`config.mk`:
```
export PLATFORM = sky130hd
export DESIGN_NAME = byte_stream_lexer
export DESIGN_NICKNAME = d
export VERILOG_FILES = /design/src/rtl/core/bsl_pkg.sv /design/src/rtl/core/bsl_front.sv /design/src/rtl/core/bsl_queue.sv /design/src/rtl/core/bsl_back.sv /design/src/rtl/core/byte_stream_lexer.sv
export SDC_FILE = /design/constraint.sdc
export NUM_CORES = 1
export LEC_CHECK = 0
export ABC_CLOCK_PERIOD_IN_PS = 14550
export BUFFER_PORTS_ARGS = -buffer_cell sky130_fd_sc_hd__buf_2
export CAP_MARGIN = 20
export CORE_MARGIN = 2
export CORE_UTILIZATION = 60
export DETAILED_ROUTE_END_ITERATION = 8
export PLACE_DENSITY = 0.79
export RECOVER_POWER = 50
export SKIP_LAST_GASP = 1
export SLEW_MARGIN = 40
export SYNTH_ARGS = -nofsm -noshare
export SYNTH_HDL_FRONTEND = slang
export SYNTH_SLANG_ARGS = --single-unit
```
`constraint.sdc`:
```
create_clock -name clk -period 14.55 [get_ports clk]
set_clock_uncertainty 0.1 [all_clocks]
set_input_delay 2.91 -clock clk [delete_from_list [all_inputs] [get_ports clk]]
set_output_delay 2.91 -clock clk [all_outputs]
set_load 0.005 [all_outputs]
```
`src/rtl/core/bsl_pkg.sv`:
```
// Shared types, constants and byte classification functions of the byte stream lexer.
package bsl_pkg;

  localparam int unsigned MAX_LEXEME_DEF = 79;
  localparam int unsigned POS_WIDTH_DEF  = 16;
  localparam int unsigned QUEUE_DEPTH    = 2;
  localparam int unsigned KW_COUNT       = 3;
  localparam int unsigned KW_MAX_CHARS   = 5;

  localparam int unsigned KW_IF    = 0;
  localparam int unsigned KW_WHILE = 1;
  localparam int unsigned KW_ELSE  = 2;

  typedef logic [7:0]  byte_t;
  typedef logic [15:0] pos_out_t;
  typedef logic [6:0]  len_t;
  typedef logic [KW_COUNT-1:0] kw_set_t;

  typedef enum logic [1:0] {
    MODE_IDLE  = 2'd0,
    MODE_NUM   = 2'd1,
    MODE_IDENT = 2'd2
  } scan_mode_t;

  typedef enum logic [3:0] {
    TK_NUM       = 4'd0,
    TK_NUM_ERROR = 4'd1,
    TK_IDENT     = 4'd2,
    TK_IF        = 4'd3,
    TK_WHILE     = 4'd4,
    TK_ELSE      = 4'd5,
    TK_ASSIGN    = 4'd6,
    TK_PLUS      = 4'd7,
    TK_MINUS     = 4'd8,
    TK_TIMES     = 4'd9,
    TK_DIV       = 4'd10,
    TK_SEMICOLON = 4'd11,
    TK_GREATER   = 4'd12,
    TK_UNKNOWN   = 4'd13
  } token_kind_t;

  typedef enum logic [2:0] {
    CLS_SPACE,
    CLS_DIGIT,
    CLS_ALPHA,
    CLS_OP,
    CLS_OTHER
  } byte_class_t;

  localparam byte_t KW_TEXT [KW_COUNT][KW_MAX_CHARS] = '{
    '{"I", "F", 8'h00, 8'h00, 8'h00},
    '{"W", "H", "I", "L", "E"},
    '{"E", "L", "S", "E", 8'h00}
  };
  localparam len_t KW_LEN [KW_COUNT] = '{7'd2, 7'd5, 7'd4};

  typedef struct packed {
    byte_t ch;
    logic  end_of_text;
  } in_item_t;

  typedef struct packed {
    token_kind_t token_kind;
    pos_out_t    start_pos;
    len_t        lexeme_len;
    logic        too_long;
    logic        last;
  } out_item_t;

  typedef struct packed {
    token_kind_t kind;
    pos_out_t    start;
    len_t        len;
    logic        too_long;
  } tok_t;

  // One queue entry carries every token caused by one byte.
  typedef struct packed {
    logic pair;
    tok_t tok_a;
    tok_t tok_b;
  } q_entry_t;

  function automatic token_kind_t op_kind(input byte_t c);
    token_kind_t k;
    unique case (c)
      "=":     k = TK_ASSIGN;
      "+":     k = TK_PLUS;
      "-":     k = TK_MINUS;
      "*":     k = TK_TIMES;
      "/":     k = TK_DIV;
      ";":     k = TK_SEMICOLON;
      ">":     k = TK_GREATER;
      default: k = TK_UNKNOWN;
    endcase
    return k;
  endfunction

  function automatic byte_class_t classify(input byte_t c);
    byte_class_t cls;
    if (c == 8'd32 || (c >= 8'd9 && c <= 8'd13)) begin
      cls = CLS_SPACE;
    end else if (c >= "0" && c <= "9") begin
      cls = CLS_DIGIT;
    end else if ((c >= "A" && c <= "Z") || (c >= "a" && c <= "z")) begin
      cls = CLS_ALPHA;
    end else if (op_kind(c) != TK_UNKNOWN) begin
      cls = CLS_OP;
    end else begin
      cls = CLS_OTHER;
    end
    return cls;
  endfunction

  // Keep the keywords that still match after byte c at position idx.
  function automatic kw_set_t kw_match(input kw_set_t cand, input len_t idx, input byte_t c);
    kw_set_t res;
    res = '0;
    for (int k = 0; k < KW_COUNT; k++) begin
      if (cand[k] && idx < KW_LEN[k] && KW_TEXT[k][idx[2:0]] == c) begin
        res[k] = 1'b1;
      end
    end
    return res;
  endfunction

endpackage

```
`src/rtl/core/bsl_front.sv`:
```
// Front end: classifies each byte, tracks the pending lexeme and forms tokens.
module bsl_front #(
  parameter int unsigned MAX_LEXEME = bsl_pkg::MAX_LEXEME_DEF,
  parameter int unsigned POS_WIDTH  = bsl_pkg::POS_WIDTH_DEF
) (
  input  logic              clk,
  input  logic              rst,
  input  logic              accept,
  input  bsl_pkg::in_item_t item,
  output logic              q_push,
  output bsl_pkg::q_entry_t q_entry
);

  bsl_pkg::scan_mode_t  mode, mode_next;
  logic [POS_WIDTH-1:0] token_start, token_start_next;
  bsl_pkg::len_t        token_length, token_length_next;
  logic                 length_overflow, length_overflow_next;
  logic [POS_WIDTH-1:0] byte_position, byte_position_next;
  bsl_pkg::kw_set_t     cand, cand_next;

  bsl_pkg::byte_class_t cls;
  bsl_pkg::tok_t        close_tok, pend_tok, new_tok;
  logic                 pend_v, new_v;
  logic                 can_grow;

  assign cls      = bsl_pkg::classify(item.ch);
  assign can_grow = token_length < bsl_pkg::len_t'(MAX_LEXEME);

  // Token for the pending lexeme if it closes now.
  always_comb begin
    close_tok.start    = bsl_pkg::pos_out_t'(token_start);
    close_tok.len      = token_length;
    close_tok.too_long = length_overflow;
    close_tok.kind     = bsl_pkg::TK_IDENT;
    if (mode == bsl_pkg::MODE_NUM) begin
      close_tok.kind = bsl_pkg::TK_NUM;
    end else if (!length_overflow) begin
      if (cand[bsl_pkg::KW_IF] && token_length == bsl_pkg::KW_LEN[bsl_pkg::KW_IF]) begin
        close_tok.kind = bsl_pkg::TK_IF;
      end else if (cand[bsl_pkg::KW_WHILE] &&
                   token_length == bsl_pkg::KW_LEN[bsl_pkg::KW_WHILE]) begin
        close_tok.kind = bsl_pkg::TK_WHILE;
      end else if (cand[bsl_pkg::KW_ELSE] &&
                   token_length == bsl_pkg::KW_LEN[bsl_pkg::KW_ELSE]) begin
        close_tok.kind = bsl_pkg::TK_ELSE;
      end
    end
  end

  // Next scan mode.
  always_comb begin
    mode_next = mode;
    if (accept) begin
      if (item.end_of_text) begin
        mode_next = bsl_pkg::MODE_IDLE;
      end else begin
        unique case (cls)
          bsl_pkg::CLS_DIGIT: mode_next = (mode == bsl_pkg::MODE_IDLE) ? bsl_pkg::MODE_NUM : mode;
          bsl_pkg::CLS_ALPHA: mode_next = bsl_pkg::MODE_IDENT;
          default:            mode_next = bsl_pkg::MODE_IDLE;
        endcase
      end
    end
  end

  // Lexeme bookkeeping and token outputs.
  always_comb begin
    token_start_next     = token_start;
    token_length_next    = token_length;
    length_overflow_next = length_overflow;
    byte_position_next   = byte_position;
    cand_next            = cand;
    pend_v               = 1'b0;
    pend_tok             = close_tok;
    new_v                = 1'b0;
    new_tok.kind         = bsl_pkg::op_kind(item.ch);
    new_tok.start        = bsl_pkg::pos_out_t'(byte_position);
    new_tok.len          = bsl_pkg::len_t'(1);
    new_tok.too_long     = 1'b0;
    if (accept) begin
      if (item.end_of_text) begin
        pend_v             = (mode == bsl_pkg::MODE_NUM) || (mode == bsl_pkg::MODE_IDENT);
        byte_position_next = '0;
      end else begin
        byte_position_next = byte_position + POS_WIDTH'(1);
        if ((mode == bsl_pkg::MODE_NUM && cls == bsl_pkg::CLS_DIGIT) ||
            (mode == bsl_pkg::MODE_IDENT &&
             (cls == bsl_pkg::CLS_DIGIT || cls == bsl_pkg::CLS_ALPHA))) begin
          // Extend the pending lexeme, saturating its length.
          if (can_grow) begin
            cand_next         = bsl_pkg::kw_match(cand, token_length, item.ch);
            token_length_next = token_length + bsl_pkg::len_t'(1);
          end else begin
            length_overflow_next = 1'b1;
            cand_next            = '0;
          end
        end else begin
          // Close whatever is pending, then treat the byte as if idle.
          if (mode == bsl_pkg::MODE_NUM || mode == bsl_pkg::MODE_IDENT) begin
            pend_v = 1'b1;
          end
          if (mode == bsl_pkg::MODE_NUM && cls == bsl_pkg::CLS_ALPHA) begin
            pend_tok.kind = bsl_pkg::TK_NUM_ERROR;
          end
          case (cls)
            bsl_pkg::CLS_DIGIT, bsl_pkg::CLS_ALPHA: begin
              token_start_next     = byte_position;
              token_length_next    = bsl_pkg::len_t'(1);
              length_overflow_next = 1'b0;
              cand_next = bsl_pkg::kw_match('1, bsl_pkg::len_t'(0), item.ch);
            end
            bsl_pkg::CLS_SPACE: new_v = 1'b0;
            default:            new_v = 1'b1;
          endcase
        end
      end
    end
  end

  always_comb begin
    q_push        = pend_v || new_v;
    q_entry.pair  = pend_v && new_v;
    q_entry.tok_a = pend_v ? pend_tok : new_tok;
    q_entry.tok_b = new_tok;
  end

  always_ff @(posedge clk) begin
    if (rst) begin
      mode            <= bsl_pkg::MODE_IDLE;
      token_start     <= '0;
      token_length    <= '0;
      length_overflow <= 1'b0;
      byte_position   <= '0;
      cand            <= '0;
    end else begin
      mode            <= mode_next;
      token_start     <= token_start_next;
      token_length    <= token_length_next;
      length_overflow <= length_overflow_next;
      byte_position   <= byte_position_next;
      cand            <= cand_next;
    end
  end

endmodule

```
`src/rtl/core/bsl_queue.sv`:
```
// Short queue of token groups between the front end and the result stage.
module bsl_queue (
  input  logic              clk,
  input  logic              rst,
  input  logic              wr_en,
  input  bsl_pkg::q_entry_t wr_data,
  output logic              full,
  input  logic              rd_en,
  output logic              nonempty,
  output bsl_pkg::q_entry_t rd_data
);

  localparam int unsigned PTR_W = $clog2(bsl_pkg::QUEUE_DEPTH);
  localparam int unsigned CNT_W = $clog2(bsl_pkg::QUEUE_DEPTH + 1);

  bsl_pkg::q_entry_t mem [bsl_pkg::QUEUE_DEPTH];
  logic [PTR_W-1:0]  wr_ptr, rd_ptr;
  logic [CNT_W-1:0]  count;
  logic              do_wr, do_rd;

  assign full     = count == CNT_W'(bsl_pkg::QUEUE_DEPTH);
  assign nonempty = count != '0;
  assign do_wr    = wr_en && !full;
  assign do_rd    = rd_en && nonempty;
  assign rd_data  = mem[rd_ptr];

  always_ff @(posedge clk) begin
    if (do_wr) begin
      mem[wr_ptr] <= wr_data;
    end
  end

  always_ff @(posedge clk) begin
    if (rst) begin
      wr_ptr <= '0;
      rd_ptr <= '0;
      count  <= '0;
    end else begin
      if (do_wr) begin
        wr_ptr <= wr_ptr + PTR_W'(1);
      end
      if (do_rd) begin
        rd_ptr <= rd_ptr + PTR_W'(1);
      end
      if (do_wr && !do_rd) begin
        count <= count + CNT_W'(1);
      end else if (do_rd && !do_wr) begin
        count <= count - CNT_W'(1);
      end
    end
  end

endmodule

```
`src/rtl/core/bsl_back.sv`:
```
// Result stage: splits token groups into single results in an output register.
module bsl_back (
  input  logic               clk,
  input  logic               rst,
  input  logic               q_nonempty,
  input  bsl_pkg::q_entry_t  q_head,
  output logic               q_pop,
  output logic               empty,
  input  logic               pop,
  output bsl_pkg::out_item_t result
);

  logic          out_valid;
  logic          on_second, on_second_next;
  logic          load, final_tok;
  bsl_pkg::tok_t sel;

  assign load      = q_nonempty && (!out_valid || pop);
  assign final_tok = !q_head.pair || on_second;
  assign sel       = on_second ? q_head.tok_b : q_head.tok_a;
  assign q_pop     = load && final_tok;
  assign empty     = !out_valid;

  always_comb begin
    on_second_next = on_second;
    if (load) begin
      on_second_next = !final_tok;
    end
  end

  always_ff @(posedge clk) begin
    if (load) begin
      result.token_kind <= sel.kind;
      result.start_pos  <= sel.start;
      result.lexeme_len <= sel.len;
      result.too_long   <= sel.too_long;
      result.last       <= final_tok;
    end
  end

  always_ff @(posedge clk) begin
    if (rst) begin
      out_valid <= 1'b0;
      on_second <= 1'b0;
    end else begin
      on_second <= on_second_next;
      if (load) begin
        out_valid <= 1'b1;
      end else if (pop) begin
        out_valid <= 1'b0;
      end
    end
  end

endmodule

```
`src/rtl/core/byte_stream_lexer.sv`:
```
// Byte stream lexer: one byte per cycle in while the queue has room, tokens out through a queue interface.
// Throughput: one byte accepted per cycle while the queue has room, one result delivered per cycle while popped.
// A token formed from an accepted byte goes into the token queue, then into the result register once it is free.
// A byte that closes a token and forms another gives two results, delivered one after the other;
// the two-entry token queue holds these, but input waits whenever both entries are taken.
// Reset (rst, synchronous): clears scan mode, lexeme state, position, queue and output valid flag.
module byte_stream_lexer #(
  parameter int unsigned MAX_LEXEME = bsl_pkg::MAX_LEXEME_DEF,
  parameter int unsigned POS_WIDTH  = bsl_pkg::POS_WIDTH_DEF
) (
  input  logic               clk,
  input  logic               rst,
  input  logic               push,
  output logic               full,
  input  bsl_pkg::in_item_t  item,
  output logic               empty,
  input  logic               pop,
  output bsl_pkg::out_item_t result
);

  logic              accept;
  logic              q_push, q_pop, q_nonempty;
  bsl_pkg::q_entry_t q_entry, q_head;

  // Take a byte whenever the queue has room; a byte with no token still waits for room.
  assign accept = push && !full;

  // Front end: classify the byte, advance the lexeme, form up to two tokens.
  bsl_front #(
    .MAX_LEXEME(MAX_LEXEME),
    .POS_WIDTH (POS_WIDTH)
  ) u_front (
    .clk    (clk),
    .rst    (rst),
    .accept (accept),
    .item   (item),
    .q_push (q_push),
    .q_entry(q_entry)
  );

  // Hold token groups so each side can stall on its own.
  bsl_queue u_queue (
    .clk     (clk),
    .rst     (rst),
    .wr_en   (q_push),
    .wr_data (q_entry),
    .full    (full),
    .rd_en   (q_pop),
    .nonempty(q_nonempty),
    .rd_data (q_head)
  );

  // Back end: drop groups into the output register one token per transaction.
  bsl_back u_back (
    .clk       (clk),
    .rst       (rst),
    .q_nonempty(q_nonempty),
    .q_head    (q_head),
    .q_pop     (q_pop),
    .empty     (empty),
    .pop       (pop),
    .result    (result)
  );

endmodule
```
==> impl_metrics.json <==
{
  "status": "finished with violations",
  "violations": "capacitance limit, slew limit",
  "dpl_worst_slack_ns": 8.52,
  "cts_root_buf": "clkbuf_16",
  "num-nets-final": 661,
  "drt_wl_total_mm": 16.0,
  "yosysWarnings": 0,
  "met3WireLength_mm": 1.16,
  "start_util": 0.615,
  "fin_crit_ns": 6.36,
  "crit_arrival_ns": 6.32,
  "ioPinCount": 44,
  "setup_ws_ns": 8.19,
  "clock_latency_ns": 0.44,
  "die_h_um": 118,
  "cts_tree": "done",
  "synth_flop_cell": "edfxtp_1",
  "synthCells": 598,
  "cts_hold_buf": 0,
  "rsz0062_at_grt": "no",
  "grt_remaining_overflow": 0,
  "setup_viol": 0,
  "wl_met1_mm": 6.73,
  "grt_max_degree": 50,
  "drt-pass1-iter-count": 6,
  "synth_edf_count": 127,
  "startpoint_type": "input pin",
  "cts_buffer_depth": 2,
  "async_flop_share": 0,
  "synth_area_sq_mm": 0.00779,
  "n_antenna_cell": 0,
  "cts.clk_slew.worst_paths_ns": 0.06,
  "seq_area_sq_mm": 0.00485,
  "drc": 0,
  "multiInputGateArea_sq_mm": 0.00272,
  "hold_class": "reg -> reg",
  "ys_ff_latch": 179,
  "gp_congestion": 0.823,
  "crit_path_end_kind": "flop",
  "setup-tns-final_ns": 0,
  "period_share": 0.437,
  "holdWs_ns": 0.379,
  "grt_pass1_vias": 5118,
  "crit_buf_inv": 2,
  "grt_pass1_wl_mm": 26.4,
  "top_layer": "met4",
  "antenna_found_initial": 0,
  "synthTopCellsByCount": "edfxtp_1 (127), dfxtp_1 (52), nor2_1 (40), a21oi_1 (37), nand3_1 (37)",
  "maxCapViolCount": 3,
  "post-cts-setup-buffer-count": 0,
  "hold_viol": 0,
  "io_buffers": 43,
  "vias_per_cell": 6.31,
  "p_per_area_mw_per_mm2": 160,
  "critical_path_class": "in -> reg",
  "cpPeakStageDelay_ns": 0.90,
  "max-vdd-ir-drop_mv": 0.196,
  "synth.area.top_cells": "edfxtp_1 (49%), dfxtp_1 (13%), mux4_2 (5.8%)",
  "finalMaxSlewViolations": 96,
  "vias": 5183,
  "die_w_um": 118,
  "ant_nets": 0,
  "grtUsageTotal": 0.245,
  "ys_types": 62,
  "avgSynthCellArea_sq_um": 13.0,
  "row_count": 41,
  "fmax_mhz": 157,
  "tightest_slew_ns": 2.46,
  "layout-drive-gt1-share": 0.173,
  "wl_met2_mm": 7.86,
  "path_max_fanout": 49,
  "die-area_sq_mm": 0.0139,
  "nFillCells": 918,
  "synth_top_area_frac": 0.489,
  "synth_top_area_cell": "edfxtp_1",
  "crit_slowest_cell": "o21a_1",
  "dpl.hpwl_mm": 9.94,
  "ys_seq_area_frac": 0.623,
  "placeableCoreArea_sq_mm": 0.0127,
  "ctsHtreeMaxLevel": 4,
  "cts_resized": 0,
  "yosysMostFrequentCell": "edfxtp_1",
  "clock_sinks": 179,
  "path_cells": "clkbuf_1, or4_1, o22ai_1, o21a_1, nand2_2, a211oi_4, buf_4",
  "syn-num-nets": 623,
  "synthToLayoutAreaGrowth_pct": 11.3,
  "critPathTopFamily": "compound AO/OA/AOI/OAI gates",
  "drt_iter0_drc": 545,
  "relSlewSlack": -0.642,
  "leakagePower_nw": 2.83,
  "wl_per_cell_um": 19.4,
  "cp.required_ns": 14.51,
  "cts_buffers": 17
}
-- logic make-up after synthesis --
| group | after synthesis | synth area share |
|---|---|---|
| AOI/OAI and AO/OA | 120 | 0.100 |
| xor gates and xnor gates | 16 | 0.0180 |
| adders and majority gates | 12 | 0.0193 |
| buffers and inverters | 51 | 0.0284 |
| DFF | 179 | 0.623 |
| muxes | 44 | 0.0909 |
| and+or+nand+nor | 176 | 0.120 |
-- state kept, by name, indices dropped and copies added (netlist names), named ones only --
name and cells:
u_back.result 29, u_queue.mem 98, u_back.out_valid 1, u_front.byte_position 16
u_queue.wr_ptr 1, u_back.on_second 1, u_queue.count 2, u_front.token_start 16
u_front.mode 2, u_queue.rd_ptr 1, u_front.token_length 7, u_front.cand 3
u_front.length_overflow 1
-- layout by cell type, fill, tap and decap left out, drive strengths merged, types with 4 or more instances in the layout --
cell,instances
mux2,14
nand3,37
nand4,6
nor2,40
o21ai,32
a31oi,7
a311oi,4
clkbuf,34
a21oi,37
nor3,9
ha,12
xor2,7
nand2b,5
clkinv,7
nor4,5
edfxtp,127
nand4b,4
inv,21
a211oi,4
or3,10
buf,36
and3,5
or4,7
o21a,4
dfxtp,52
nand2,28
o31ai,5
xnor2,9
o22ai,4
mux2i,10
mux4,20
and2,7
-- area by class of cell --
| type | instances | area share |
|---|---|---|
| clock buffer | 20 | 0.0527 |
| clock inverter | 12 | 0.0123 |
| inverter | 20 | 0.00866 |
| multi-input combinational | 368 | 0.314 |
| sequential | 179 | 0.560 |
| tap | 172 | 0.0248 |
| timing repair buffer | 50 | 0.0280 |
-- power by group --
part | internal (W) | switching, W
clock network | 0.000244 | 0.000187
registers | 0.000652 | 0.0000220
logic | 0.000113 | 0.000168
total | 0.00101 | 0.000376
-- through the flow --
stage	cells	util	power [W]	cell area, sq um
2_1_floorplan	598	-	0.000870	7790
3_3_place_gp	789	0.644	0.000963	8150
3_5_place_dp	789	0.644	0.000972	8160
4_1_cts	821	0.688	0.00140	8720
5_1_grt	821	0.684	0.00145	8670
6_report	821	0.684	0.00139	8670
-- path summary, 6_finish.rpt --
path	start	endpoint	slack [ns]	cells past startpoint
min reg2reg	u_front.cand[0]	u_front.cand[0]	0.38	2
max reg2reg	flop	u_queue.count[1]	10.61	8
min	u_front.cand[0]	u_front.cand[0]	0.38	2
max	item[3]	u_queue.mem[0][24]	8.19	7
-- worst min-delay path: stages, from the launching register on --
cell,delay [ns]
dfxtp_1,0.31
inv_1,0.05
o32ai_1,0.07
-- routing by layer --
| metal | up-vias | GRT usage |
|---|---|---|
| li1 | 2374 | - |
| met1 | 2558 | 0.328 |
| met2 | 230 | 0.394 |
| met3 | 21 | 0.0610 |
| met4 | 0 | 0.0813 |
| met5 | - | 0 |
Power figures use the tool's default switching activity.
